**src/design/cose_pkg.sv**
```systemverilog
`timescale 1ns / 1ps

package cose_pkg;

  // Operation class picked by the front end from the opcode byte.
  typedef enum logic [4:0] {
    OP_NOP,
    OP_LD_BC_NN,
    OP_ST_A_BC,
    OP_INC_BC,
    OP_INC_B,
    OP_DEC_B,
    OP_LD_B_N,
    OP_RLCA,
    OP_ST_SP_NN,
    OP_ADD_HL_BC,
    OP_LD_A_BC,
    OP_DEC_BC,
    OP_INC_C,
    OP_DEC_C,
    OP_LD_C_N,
    OP_RRCA,
    OP_UNHANDLED
  } cose_op_e;

  typedef enum logic [1:0] {
    WR_NONE = 2'd0,
    WR_BYTE = 2'd1,
    WR_WORD = 2'd2
  } cose_wkind_e;

  // One classified instruction as it waits between front and back end.
  typedef struct packed {
    cose_op_e    op;
    logic [1:0]  len;
    logic [15:0] imm;
    logic [7:0]  load_data;
  } cose_entry_t;

  localparam logic [15:0] PcReset = 16'h0100;
  localparam logic [15:0] SpReset = 16'hFFFE;

  localparam int unsigned FlagZ = 3;
  localparam int unsigned FlagN = 2;
  localparam int unsigned FlagH = 1;
  localparam int unsigned FlagC = 0;

endpackage

```
**src/design/cose_if.sv**
```systemverilog
`timescale 1ns / 1ps

interface cose_in_if;
  logic       valid;
  logic       ready;
  logic [7:0] opcode;
  logic [7:0] imm_low;
  logic [7:0] imm_high;
  logic [7:0] load_data;

  modport source (output valid, output opcode, output imm_low, output imm_high,
                  output load_data, input ready);
  modport sink (input valid, input opcode, input imm_low, input imm_high,
                input load_data, output ready);
endinterface

interface cose_out_if;
  logic        valid;
  logic        ready;
  logic [15:0] next_pc;
  logic [7:0]  reg_a;
  logic [15:0] reg_bc;
  logic [15:0] reg_hl;
  logic [3:0]  flag_bits;
  logic [1:0]  write_kind;
  logic [15:0] write_address;
  logic [15:0] write_data;
  logic        unhandled;

  modport source (output valid, output next_pc, output reg_a, output reg_bc,
                  output reg_hl, output flag_bits, output write_kind,
                  output write_address, output write_data, output unhandled,
                  input ready);
  modport sink (input valid, input next_pc, input reg_a, input reg_bc,
                input reg_hl, input flag_bits, input write_kind,
                input write_address, input write_data, input unhandled,
                output ready);
endinterface

```
**src/design/cose_front.sv**
```systemverilog
`timescale 1ns / 1ps

module cose_front (
  cose_in_if.sink              in_i,
  output logic                 push_valid_o,
  output cose_pkg::cose_entry_t push_entry_o,
  input  logic                 push_ready_i
);
  import cose_pkg::*;

  localparam logic [7:0] OpcNop     = 8'h00;
  localparam logic [7:0] OpcLdBcNn  = 8'h01;
  localparam logic [7:0] OpcStABc   = 8'h02;
  localparam logic [7:0] OpcIncBc   = 8'h03;
  localparam logic [7:0] OpcIncB    = 8'h04;
  localparam logic [7:0] OpcDecB    = 8'h05;
  localparam logic [7:0] OpcLdBN    = 8'h06;
  localparam logic [7:0] OpcRlca    = 8'h07;
  localparam logic [7:0] OpcStSpNn  = 8'h08;
  localparam logic [7:0] OpcAddHlBc = 8'h09;
  localparam logic [7:0] OpcLdABc   = 8'h0A;
  localparam logic [7:0] OpcDecBc   = 8'h0B;
  localparam logic [7:0] OpcIncC    = 8'h0C;
  localparam logic [7:0] OpcDecC    = 8'h0D;
  localparam logic [7:0] OpcLdCN    = 8'h0E;
  localparam logic [7:0] OpcRrca    = 8'h0F;

  cose_op_e   op;
  logic [1:0] len;

  always_comb begin
    len = 2'd1;
    unique case (in_i.opcode)
      OpcNop:     op = OP_NOP;
      OpcLdBcNn: begin
        op  = OP_LD_BC_NN;
        len = 2'd3;
      end
      OpcStABc:   op = OP_ST_A_BC;
      OpcIncBc:   op = OP_INC_BC;
      OpcIncB:    op = OP_INC_B;
      OpcDecB:    op = OP_DEC_B;
      OpcLdBN: begin
        op  = OP_LD_B_N;
        len = 2'd2;
      end
      OpcRlca:    op = OP_RLCA;
      OpcStSpNn: begin
        op  = OP_ST_SP_NN;
        len = 2'd3;
      end
      OpcAddHlBc: op = OP_ADD_HL_BC;
      OpcLdABc:   op = OP_LD_A_BC;
      OpcDecBc:   op = OP_DEC_BC;
      OpcIncC:    op = OP_INC_C;
      OpcDecC:    op = OP_DEC_C;
      OpcLdCN: begin
        op  = OP_LD_C_N;
        len = 2'd2;
      end
      OpcRrca:    op = OP_RRCA;
      default:    op = OP_UNHANDLED;
    endcase
  end

  assign push_valid_o           = in_i.valid;
  assign in_i.ready             = push_ready_i;
  assign push_entry_o.op        = op;
  assign push_entry_o.len       = len;
  assign push_entry_o.imm       = {in_i.imm_high, in_i.imm_low};
  assign push_entry_o.load_data = in_i.load_data;

endmodule

```
**src/design/cose_queue.sv**
```systemverilog
`timescale 1ns / 1ps

module cose_queue #(
  parameter int unsigned Depth = 2
) (
  input  logic                  clk_i,
  input  logic                  rst_ni,
  input  logic                  push_valid_i,
  input  cose_pkg::cose_entry_t push_entry_i,
  output logic                  push_ready_o,
  output logic                  head_valid_o,
  output cose_pkg::cose_entry_t head_entry_o,
  input  logic                  pop_i
);
  import cose_pkg::*;

  localparam int unsigned PtrW = (Depth > 1) ? $clog2(Depth) : 1;
  localparam int unsigned CntW = $clog2(Depth + 1);
  localparam logic [PtrW-1:0] PtrLast = PtrW'(Depth - 1);
  localparam logic [CntW-1:0] CntFull = CntW'(Depth);

  cose_entry_t         mem_q [Depth];
  logic [PtrW-1:0]     wr_ptr_q, wr_ptr_d;
  logic [PtrW-1:0]     rd_ptr_q, rd_ptr_d;
  logic [CntW-1:0]     count_q, count_d;
  logic                do_push, do_pop;

  assign push_ready_o = (count_q != CntFull);
  assign head_valid_o = (count_q != '0);
  assign head_entry_o = mem_q[rd_ptr_q];
  assign do_push      = push_valid_i && push_ready_o;
  assign do_pop       = pop_i && head_valid_o;

  always_comb begin
    wr_ptr_d = wr_ptr_q;
    rd_ptr_d = rd_ptr_q;
    count_d  = count_q;
    if (do_push) begin
      wr_ptr_d = (wr_ptr_q == PtrLast) ? '0 : wr_ptr_q + PtrW'(1);
    end
    if (do_pop) begin
      rd_ptr_d = (rd_ptr_q == PtrLast) ? '0 : rd_ptr_q + PtrW'(1);
    end
    if (do_push && !do_pop) begin
      count_d = count_q + CntW'(1);
    end else if (do_pop && !do_push) begin
      count_d = count_q - CntW'(1);
    end
  end

  always_ff @(posedge clk_i or negedge rst_ni) begin
    if (!rst_ni) begin
      wr_ptr_q <= '0;
      rd_ptr_q <= '0;
      count_q  <= '0;
    end else begin
      wr_ptr_q <= wr_ptr_d;
      rd_ptr_q <= rd_ptr_d;
      count_q  <= count_d;
    end
  end

  always_ff @(posedge clk_i) begin
    if (do_push) begin
      mem_q[wr_ptr_q] <= push_entry_i;
    end
  end

endmodule

```
**src/design/cose_back.sv**
```systemverilog
`timescale 1ns / 1ps

module cose_back (
  input  logic                  clk_i,
  input  logic                  rst_ni,
  input  logic                  cfg_wr_en_i,
  input  logic [15:0]           cfg_wr_data_i,
  input  logic                  head_valid_i,
  input  cose_pkg::cose_entry_t head_entry_i,
  output logic                  pop_o,
  cose_out_if.source            out_o
);
  import cose_pkg::*;

  logic [15:0] sp_q;
  logic [15:0] pc_q, pc_d;
  logic [7:0]  a_q, a_d, b_q, b_d, c_q, c_d, h_q, h_d, l_q, l_d;
  logic [3:0]  flags_q, flags_d;
  logic        out_valid_q;

  logic [15:0] bc, hl;
  logic [16:0] sum;
  logic [12:0] half_sum;
  logic [7:0]  b_inc, b_dec, c_inc, c_dec;
  cose_wkind_e wkind;
  logic [15:0] waddr, wdata;
  logic        unh;

  logic [15:0] res_pc_q, res_bc_q, res_hl_q, res_waddr_q, res_wdata_q;
  logic [7:0]  res_a_q;
  logic [3:0]  res_flags_q;
  cose_wkind_e res_wkind_q;
  logic        res_unh_q;

  // Z, N, H, C after an 8-bit increment or decrement; carry is kept.
  function automatic logic [3:0] inc_flags(input logic [7:0] v, input logic c);
    return {v == 8'h00, 1'b0, v[3:0] == 4'h0, c};
  endfunction

  function automatic logic [3:0] dec_flags(input logic [7:0] v, input logic c);
    return {v == 8'h00, 1'b1, v[3:0] == 4'hF, c};
  endfunction

  // The output register is free when empty or being drained this cycle.
  assign pop_o = head_valid_i && (!out_valid_q || out_o.ready);

  assign bc       = {b_q, c_q};
  assign hl       = {h_q, l_q};
  assign sum      = {1'b0, hl} + {1'b0, bc};
  assign half_sum = {1'b0, hl[11:0]} + {1'b0, bc[11:0]};
  assign b_inc    = b_q + 8'd1;
  assign b_dec    = b_q - 8'd1;
  assign c_inc    = c_q + 8'd1;
  assign c_dec    = c_q - 8'd1;

  always_comb begin
    pc_d    = pc_q + {14'b0, head_entry_i.len};
    a_d     = a_q;
    b_d     = b_q;
    c_d     = c_q;
    h_d     = h_q;
    l_d     = l_q;
    flags_d = flags_q;
    wkind   = WR_NONE;
    waddr   = '0;
    wdata   = '0;
    unh     = 1'b0;
    unique case (head_entry_i.op)
      OP_NOP: begin
      end
      OP_LD_BC_NN: begin
        b_d = head_entry_i.imm[15:8];
        c_d = head_entry_i.imm[7:0];
      end
      OP_ST_A_BC: begin
        wkind = WR_BYTE;
        waddr = bc;
        wdata = {8'h00, a_q};
      end
      OP_INC_BC:   {b_d, c_d} = bc + 16'd1;
      OP_DEC_BC:   {b_d, c_d} = bc - 16'd1;
      OP_INC_B: begin
        b_d     = b_inc;
        flags_d = inc_flags(b_inc, flags_q[FlagC]);
      end
      OP_DEC_B: begin
        b_d     = b_dec;
        flags_d = dec_flags(b_dec, flags_q[FlagC]);
      end
      OP_INC_C: begin
        c_d     = c_inc;
        flags_d = inc_flags(c_inc, flags_q[FlagC]);
      end
      OP_DEC_C: begin
        c_d     = c_dec;
        flags_d = dec_flags(c_dec, flags_q[FlagC]);
      end
      OP_LD_B_N:   b_d = head_entry_i.imm[7:0];
      OP_LD_C_N:   c_d = head_entry_i.imm[7:0];
      OP_RLCA: begin
        a_d     = {a_q[6:0], a_q[7]};
        flags_d = {3'b000, a_q[7]};
      end
      OP_RRCA: begin
        a_d     = {a_q[0], a_q[7:1]};
        flags_d = {3'b000, a_q[0]};
      end
      OP_ST_SP_NN: begin
        wkind = WR_WORD;
        waddr = head_entry_i.imm;
        wdata = sp_q;
      end
      OP_ADD_HL_BC: begin
        {h_d, l_d}     = sum[15:0];
        flags_d        = '0;
        flags_d[FlagZ] = flags_q[FlagZ];
        flags_d[FlagH] = half_sum[12];
        flags_d[FlagC] = sum[16];
      end
      OP_LD_A_BC:  a_d = head_entry_i.load_data;
      OP_UNHANDLED: unh = 1'b1;
      default:      unh = 1'b1;
    endcase
  end

  always_ff @(posedge clk_i or negedge rst_ni) begin
    if (!rst_ni) begin
      sp_q        <= SpReset;
      pc_q        <= PcReset;
      a_q         <= '0;
      b_q         <= '0;
      c_q         <= '0;
      h_q         <= '0;
      l_q         <= '0;
      flags_q     <= '0;
      out_valid_q <= 1'b0;
    end else begin
      if (cfg_wr_en_i) begin
        sp_q <= cfg_wr_data_i;
      end
      if (pop_o) begin
        pc_q    <= pc_d;
        a_q     <= a_d;
        b_q     <= b_d;
        c_q     <= c_d;
        h_q     <= h_d;
        l_q     <= l_d;
        flags_q <= flags_d;
      end
      if (pop_o) begin
        out_valid_q <= 1'b1;
      end else if (out_o.ready) begin
        out_valid_q <= 1'b0;
      end
    end
  end

  always_ff @(posedge clk_i) begin
    if (pop_o) begin
      res_pc_q    <= pc_d;
      res_a_q     <= a_d;
      res_bc_q    <= {b_d, c_d};
      res_hl_q    <= {h_d, l_d};
      res_flags_q <= flags_d;
      res_wkind_q <= wkind;
      res_waddr_q <= waddr;
      res_wdata_q <= wdata;
      res_unh_q   <= unh;
    end
  end

  assign out_o.valid         = out_valid_q;
  assign out_o.next_pc       = res_pc_q;
  assign out_o.reg_a         = res_a_q;
  assign out_o.reg_bc        = res_bc_q;
  assign out_o.reg_hl        = res_hl_q;
  assign out_o.flag_bits     = res_flags_q;
  assign out_o.write_kind    = res_wkind_q;
  assign out_o.write_address = res_waddr_q;
  assign out_o.write_data    = res_wdata_q;
  assign out_o.unhandled     = res_unh_q;

endmodule

```
**src/design/cpu_opcode_subset_exec.sv**
```systemverilog
`timescale 1ns / 1ps
// Instruction executor for opcodes 0x00 to 0x0F of a small 8-bit CPU.
// in_i carries one instruction per beat: opcode, two immediate bytes (low
// byte first) and the byte found at address BC. out_o returns one beat per
// instruction: next PC, A, BC, HL, flags, the memory write it makes and an
// unhandled mark for opcodes outside the set.
// The stack pointer stored by LD (nn),SP is written via cfg_wr_en_i and
// cfg_wr_data_i; the user must do so only while no instruction is in flight
// (the block does not enforce this). A front end classifies each instruction
// and places it in a short queue; the back end executes one instruction per
// cycle from the queue head into an output register while the receiver does
// not stall. A result passes through the queue and then the output register
// before it is offered on out_o.
// If the receiver stalls, the output register holds its beat, the queue
// fills with up to QueueDepth instructions and then in_i.ready drops.
// Reset sets PC to 0x0100, the stack pointer to 0xFFFE, and A, B, C, H, L
// and the flags to zero; the queue and output register are emptied.
module cpu_opcode_subset_exec #(
  parameter int unsigned QueueDepth = 2
) (
  input  logic        clk_i,
  input  logic        rst_ni,
  cose_in_if.sink     in_i,
  cose_out_if.source  out_o,
  input  logic        cfg_wr_en_i,
  input  logic [15:0] cfg_wr_data_i
);
  import cose_pkg::*;

  logic        push_valid, push_ready;
  cose_entry_t push_entry;
  logic        head_valid, pop;
  cose_entry_t head_entry;

  cose_front u_front (
    .in_i         (in_i),
    .push_valid_o (push_valid),
    .push_entry_o (push_entry),
    .push_ready_i (push_ready)
  );

  cose_queue #(
    .Depth (QueueDepth)
  ) u_queue (
    .clk_i        (clk_i),
    .rst_ni       (rst_ni),
    .push_valid_i (push_valid),
    .push_entry_i (push_entry),
    .push_ready_o (push_ready),
    .head_valid_o (head_valid),
    .head_entry_o (head_entry),
    .pop_i        (pop)
  );

  cose_back u_back (
    .clk_i         (clk_i),
    .rst_ni        (rst_ni),
    .cfg_wr_en_i   (cfg_wr_en_i),
    .cfg_wr_data_i (cfg_wr_data_i),
    .head_valid_i  (head_valid),
    .head_entry_i  (head_entry),
    .pop_o         (pop),
    .out_o         (out_o)
  );

endmodule

```
**src/flat_wrapper.sv**
```systemverilog
// flat-port wrapper written by rule: the top's interface ports become plain ports
module cpu_opcode_subset_exec_flat import cose_pkg::*;
#(
  parameter int unsigned QueueDepth = 2
)
  (clk_i, rst_ni, cfg_wr_en_i, cfg_wr_data_i, in_i_valid, in_i_opcode, in_i_imm_low, in_i_imm_high, in_i_load_data, in_i_ready, out_o_valid, out_o_next_pc, out_o_reg_a, out_o_reg_bc, out_o_reg_hl, out_o_flag_bits, out_o_write_kind, out_o_write_address, out_o_write_data, out_o_unhandled, out_o_ready);
  cose_in_if in_i_i ();
  cose_out_if out_o_i ();
  input  logic clk_i;
  input  logic rst_ni;
  input  logic cfg_wr_en_i;
  input  logic [15:0] cfg_wr_data_i;
  input wire logic [$bits(in_i_i.valid)-1:0] in_i_valid;
  input wire logic [$bits(in_i_i.opcode)-1:0] in_i_opcode;
  input wire logic [$bits(in_i_i.imm_low)-1:0] in_i_imm_low;
  input wire logic [$bits(in_i_i.imm_high)-1:0] in_i_imm_high;
  input wire logic [$bits(in_i_i.load_data)-1:0] in_i_load_data;
  output wire logic [$bits(in_i_i.ready)-1:0] in_i_ready;
  output wire logic [$bits(out_o_i.valid)-1:0] out_o_valid;
  output wire logic [$bits(out_o_i.next_pc)-1:0] out_o_next_pc;
  output wire logic [$bits(out_o_i.reg_a)-1:0] out_o_reg_a;
  output wire logic [$bits(out_o_i.reg_bc)-1:0] out_o_reg_bc;
  output wire logic [$bits(out_o_i.reg_hl)-1:0] out_o_reg_hl;
  output wire logic [$bits(out_o_i.flag_bits)-1:0] out_o_flag_bits;
  output wire logic [$bits(out_o_i.write_kind)-1:0] out_o_write_kind;
  output wire logic [$bits(out_o_i.write_address)-1:0] out_o_write_address;
  output wire logic [$bits(out_o_i.write_data)-1:0] out_o_write_data;
  output wire logic [$bits(out_o_i.unhandled)-1:0] out_o_unhandled;
  input wire logic [$bits(out_o_i.ready)-1:0] out_o_ready;
  assign in_i_i.valid = in_i_valid;
  assign in_i_i.opcode = in_i_opcode;
  assign in_i_i.imm_low = in_i_imm_low;
  assign in_i_i.imm_high = in_i_imm_high;
  assign in_i_i.load_data = in_i_load_data;
  assign in_i_ready = in_i_i.ready;
  assign out_o_valid = out_o_i.valid;
  assign out_o_next_pc = out_o_i.next_pc;
  assign out_o_reg_a = out_o_i.reg_a;
  assign out_o_reg_bc = out_o_i.reg_bc;
  assign out_o_reg_hl = out_o_i.reg_hl;
  assign out_o_flag_bits = out_o_i.flag_bits;
  assign out_o_write_kind = out_o_i.write_kind;
  assign out_o_write_address = out_o_i.write_address;
  assign out_o_write_data = out_o_i.write_data;
  assign out_o_unhandled = out_o_i.unhandled;
  assign out_o_i.ready = out_o_ready;
  cpu_opcode_subset_exec #(.QueueDepth(QueueDepth)) u_core (.clk_i(clk_i), .rst_ni(rst_ni), .in_i(in_i_i), .out_o(out_o_i), .cfg_wr_en_i(cfg_wr_en_i), .cfg_wr_data_i(cfg_wr_data_i));
endmodule
```
**config.mk**
```make
export PLATFORM = sky130hd
export DESIGN_NAME = cpu_opcode_subset_exec_flat
export DESIGN_NICKNAME = d
export VERILOG_FILES = /design/src/design/cose_pkg.sv /design/src/design/cose_if.sv /design/src/design/cose_front.sv /design/src/design/cose_queue.sv /design/src/design/cose_back.sv /design/src/design/cpu_opcode_subset_exec.sv /design/src/flat_wrapper.sv
export SDC_FILE = /design/constraint.sdc
export NUM_CORES = 1
export LEC_CHECK = 0
export BUFFER_PORTS_ARGS = -buffer_cell sky130_fd_sc_hd__buf_2
export CORE_MARGIN = 3
export CORE_UTILIZATION = 50
export DETAILED_ROUTE_END_ITERATION = 7
export PLACE_DENSITY_LB_ADDON = 0.08
export SLEW_MARGIN = 20
export SYNTH_ARGS = -nofsm -noshare
export SYNTH_HDL_FRONTEND = slang
export SYNTH_SLANG_ARGS = --single-unit
export TNS_END_PERCENT = 5
```
**constraint.sdc**
```tcl
create_clock -name clk_i -period 7.5 [get_ports clk_i]
set_input_delay 1.875 -clock clk_i [delete_from_list [all_inputs] [get_ports clk_i]]
set_output_delay 1.875 -clock clk_i [all_outputs]
set_load 0.02 [all_outputs]
```
==> flow_summary.yaml <==
worst_setup_path:
  regToRegSetupSlack_ns: 3.74
  critPathMaxFanout: 48
  crit_type: "reg2reg"
  worstPathArrival_ns: 4.04
  startpoint_type: "flip-flop"
  end_kind: "flip-flop"
  r2r_cells: 6
  reg2reg_from: "u_core.u_queue.rd_ptr_q"
  worstPathRequired_ns: 7.78
  reg2reg_to: "u_core.u_back.out_o.reg_bc[5]"
cells_and_area:
  nNetsFinal: 1282
  regArea_mm2: 0.00676
  syn2layout_area_growth_pct: 15.5
  diodes: 0
  multi_input_area_mm2: 0.00515
  final_layout_size_suffix_gt1_frac: 0.239
  finalNonFillerCells: 1538
  final.fill_count: 2017
timing:
  tns_ns: 0
  setup_viol: 0
  hold_viol_final: 0
  min_period_ns: 3.76
  clock-skew-final_ns: 0.0118
  final_max_slew_viol_count: 0
  finalCritPeriodShare: 0.502
  worst_slew_pin_slew_ns: 1.12
  rsz0062_at_grt: "no"
  relSlewSlack: 0.251
  clock.fmax_ghz: 0.266
cts:
  postCtsHoldBufs: 0
  clockBufferDepth: 3
  clk_latency_ns: 0.53
  htreeDepth: 1
  clk_pin_slew_ns: 0.06
  cts_tree: "done"
  post_cts_buffers: 0
  cts.repair.resized: 0
  root_buffer: "clkbuf_16"
  cts_num_sinks: 238
  cts_buffers: 26
floorplan:
  io_pins: 150
  coreArea_mm2: 0.0238
  die_w_um: 163
  die_h_um: 163
  row_count: 56
  dieArea_mm2: 0.0265
  initial_core_util: 0.515
drt:
  dr.first_iter.drc_count: 754
  wl_per_cell_um: 19.4
  vias: 8981
  finalWirelength_um: 29800
  dr.pass1.iters: 5
  drtAntennaViolNets: 0
  avgViaCountPerCell: 5.84
  drc_errors: 0
grt:
  grt_pass1_vias: 8545
  grt_max_degree: 59
  gr-total-overflow: 0
  grt_antenna_before_repair: 0
  grt_pass1_wl_um: 47500
  grt_usage: 0.225
synthesis:
  synth_area_leader_cell: "edfxtp_1"
  ys_seq_area_frac: 0.551
  netlist-cell-type-count: 87
  netlist_area_mm2: 0.0123
  yosysWarnings: 0
  ys_async_sr_fraction: 0.340
  synth-edff-count: 157
  synth_nets: 1153
  synth_ff_type: "edfxtp_1"
  netlist_top_cells_area: "edfxtp_1 38%, dfrtp_1 13%, mux2_2 4.1%, dfstp_2 3.4%, nand2_1 3.2%"
  synth_top_area_frac: 0.384
  synthCells: 1071
  synth_seq_cells: 238
  synth.avg_cell_area_um2: 11.5
min_path:
  min-delay-start: "u_core.u_back.pc_q[0]"
  min_to: "u_core.u_back.pc_q[0]"
  whs_path_depth: 2
  hp-class: "reg2reg"
status:
  run_status: "finished clean"
power:
  leakage_uw: 0.00570
  peakVddDrop_uv: 340
  power.density_mw_per_mm2: 413
run:
  max_cap_viol_count: 0
place:
  dp.final_hpwl_um: 20600
  gp_congestion: 0.925
  port-buffer-count: 149
  dp_cells: 1491
## per-layer routing
metal  routed length (um)  global-route usage  share of wire  up-vias
met1                14000               0.344           0.47     4330
met3                 2080              0.0415          0.070       41
met5                    0                   0              0        -
met2                13300               0.340           0.45      333
li1                     -                   -              -     4277
met4                  469              0.0408          0.016        0
## Yosys cell counts, types with 4 or more instances
| cell | n |
|---|---|
| edfxtp_1 | 157 |
| nand2_1 | 106 |
| nor2_1 | 72 |
| dfrtp_1 | 65 |
| mux2_2 | 45 |
| o21ai_0 | 43 |
| a21oi_1 | 42 |
| clkbuf_1 | 39 |
| xnor2_1 | 31 |
| xor2_1 | 31 |
| nand3_1 | 30 |
| nor3_1 | 28 |
| ha_1 | 27 |
| inv_1 | 24 |
| mux2i_1 | 24 |
| a22o_1 | 17 |
| and2_1 | 17 |
| buf_2 | 17 |
| dfstp_2 | 16 |
| o31ai_1 | 16 |
| nand4_1 | 15 |
| o22ai_1 | 13 |
| o21a_1 | 11 |
| a211oi_1 | 10 |
| nand3b_1 | 9 |
| a21o_1 | 8 |
| a22oi_1 | 7 |
| o221ai_1 | 7 |
| o2bb2ai_1 | 7 |
| and3_1 | 6 |
| or3_1 | 6 |
| or4_1 | 6 |
| a221o_1 | 5 |
| nand2b_1 | 5 |
| nor4_1 | 5 |
| o2111ai_1 | 5 |
| a31oi_1 | 4 |
| a32o_1 | 4 |
| nor3b_1 | 4 |
| nor4b_1 | 4 |
| nor4bb_1 | 4 |
| o211ai_1 | 4 |
| o22a_1 | 4 |
## cell type report
class,count,area share
Clock inverter,11,0.0110
Inverter,27,0.00733
Clock buffer,36,0.0529
Tap cell,319,0.0282
Timing Repair Buffer,163,0.0602
Sequential cell,238,0.477
Multi-Input combinational cell,744,0.363
## kinds of logic after synthesis
kind of cell | synth area share
buffers and inverters | 0.0306
and+or+nand+nor | 0.142
DFF | 0.551
xor gates and xnor gates | 0.0443
AOI/OAI and AO/OA | 0.140
muxes | 0.0618
adders and majority gates | 0.0308
## cells in the final DEF (no fill, tap or decap), drive strengths merged, types with 24 or more instances in the layout
cell and count:
buf 163, edfxtp 157, nand2 106, nor2 74
dfrtp 65, o21ai 47, mux2 46, a21oi 43
clkbuf 36, xnor2 31, xor2 31, nand3 30
nor3 28, ha 27, inv 27, mux2i 24
## sequential cells by signal, indices dropped and copies added, names as in the netlist, 4 cells and up
signal / count
u_core.u_back.c_q: 8
u_core.u_queue.mem_q: 62
u_core.u_back.sp_q: 16
u_core.u_back.out_o.reg_a: 8
u_core.u_back.out_o.write_data: 16
u_core.u_back.out_o.reg_hl: 16
u_core.u_back.h_q: 8
u_core.u_back.pc_q: 16
u_core.u_back.out_o.flag_bits: 4
u_core.u_back.l_q: 8
u_core.u_back.flags_q: 4
u_core.u_back.out_o.reg_bc: 16
u_core.u_back.a_q: 8
u_core.u_back.b_q: 8
u_core.u_back.out_o.write_address: 16
u_core.u_back.out_o.next_pc: 16
## stage by stage
stage	hold WS, ns	setup slack (ns)	power [uW]	area [um^2]	utilization
2_1_floorplan	0.452	1.95	3880	12300	-
3_3_place_gp	0.467	3.39	4500	13300	0.557
3_5_place_dp	0.478	3.37	4520	13300	0.557
4_1_cts	0.493	3.74	5880	14200	0.595
5_1_grt	0.524	3.40	6220	14200	0.595
6_report	0.492	3.74	5860	14200	0.595
## how the worst max path moves through the flow
stage	start	to	slack (ns)	cells after the start
after floorplan	out_o_ready	u_core.u_back.out_o.flag_bits[0]	1.95	4
after CTS	u_core.u_queue.rd_ptr_q	u_core.u_back.out_o.reg_bc[5]	3.74	7
after global placement	out_o_ready	u_core.u_back.a_q[7]	3.39	7
after global routing	u_core.u_queue.rd_ptr_q	u_core.u_back.out_o.reg_bc[5]	3.40	6
final	u_core.u_queue.rd_ptr_q	u_core.u_back.out_o.reg_bc[5]	3.74	6
after detailed placement	out_o_ready	u_core.u_back.a_q[1]	3.37	7
## power breakdown
group	switching (uW)	internal [uW]	leakage [uW]
Sequential	403	1950	0.00253
Clock	502	832	0.000445
Combinational	1380	789	0.00273
## worst max-delay path, stage by stage (launching register included)
cell	delay, ns
dfrtp_2	0.54
buf_4	0.54
mux2i_1	0.46
a211oi_1	0.09
o21ai_1	0.82
nand3_1	0.61
mux2_2	0.44
No activity file was read; power rests on OpenSTA's default activity.
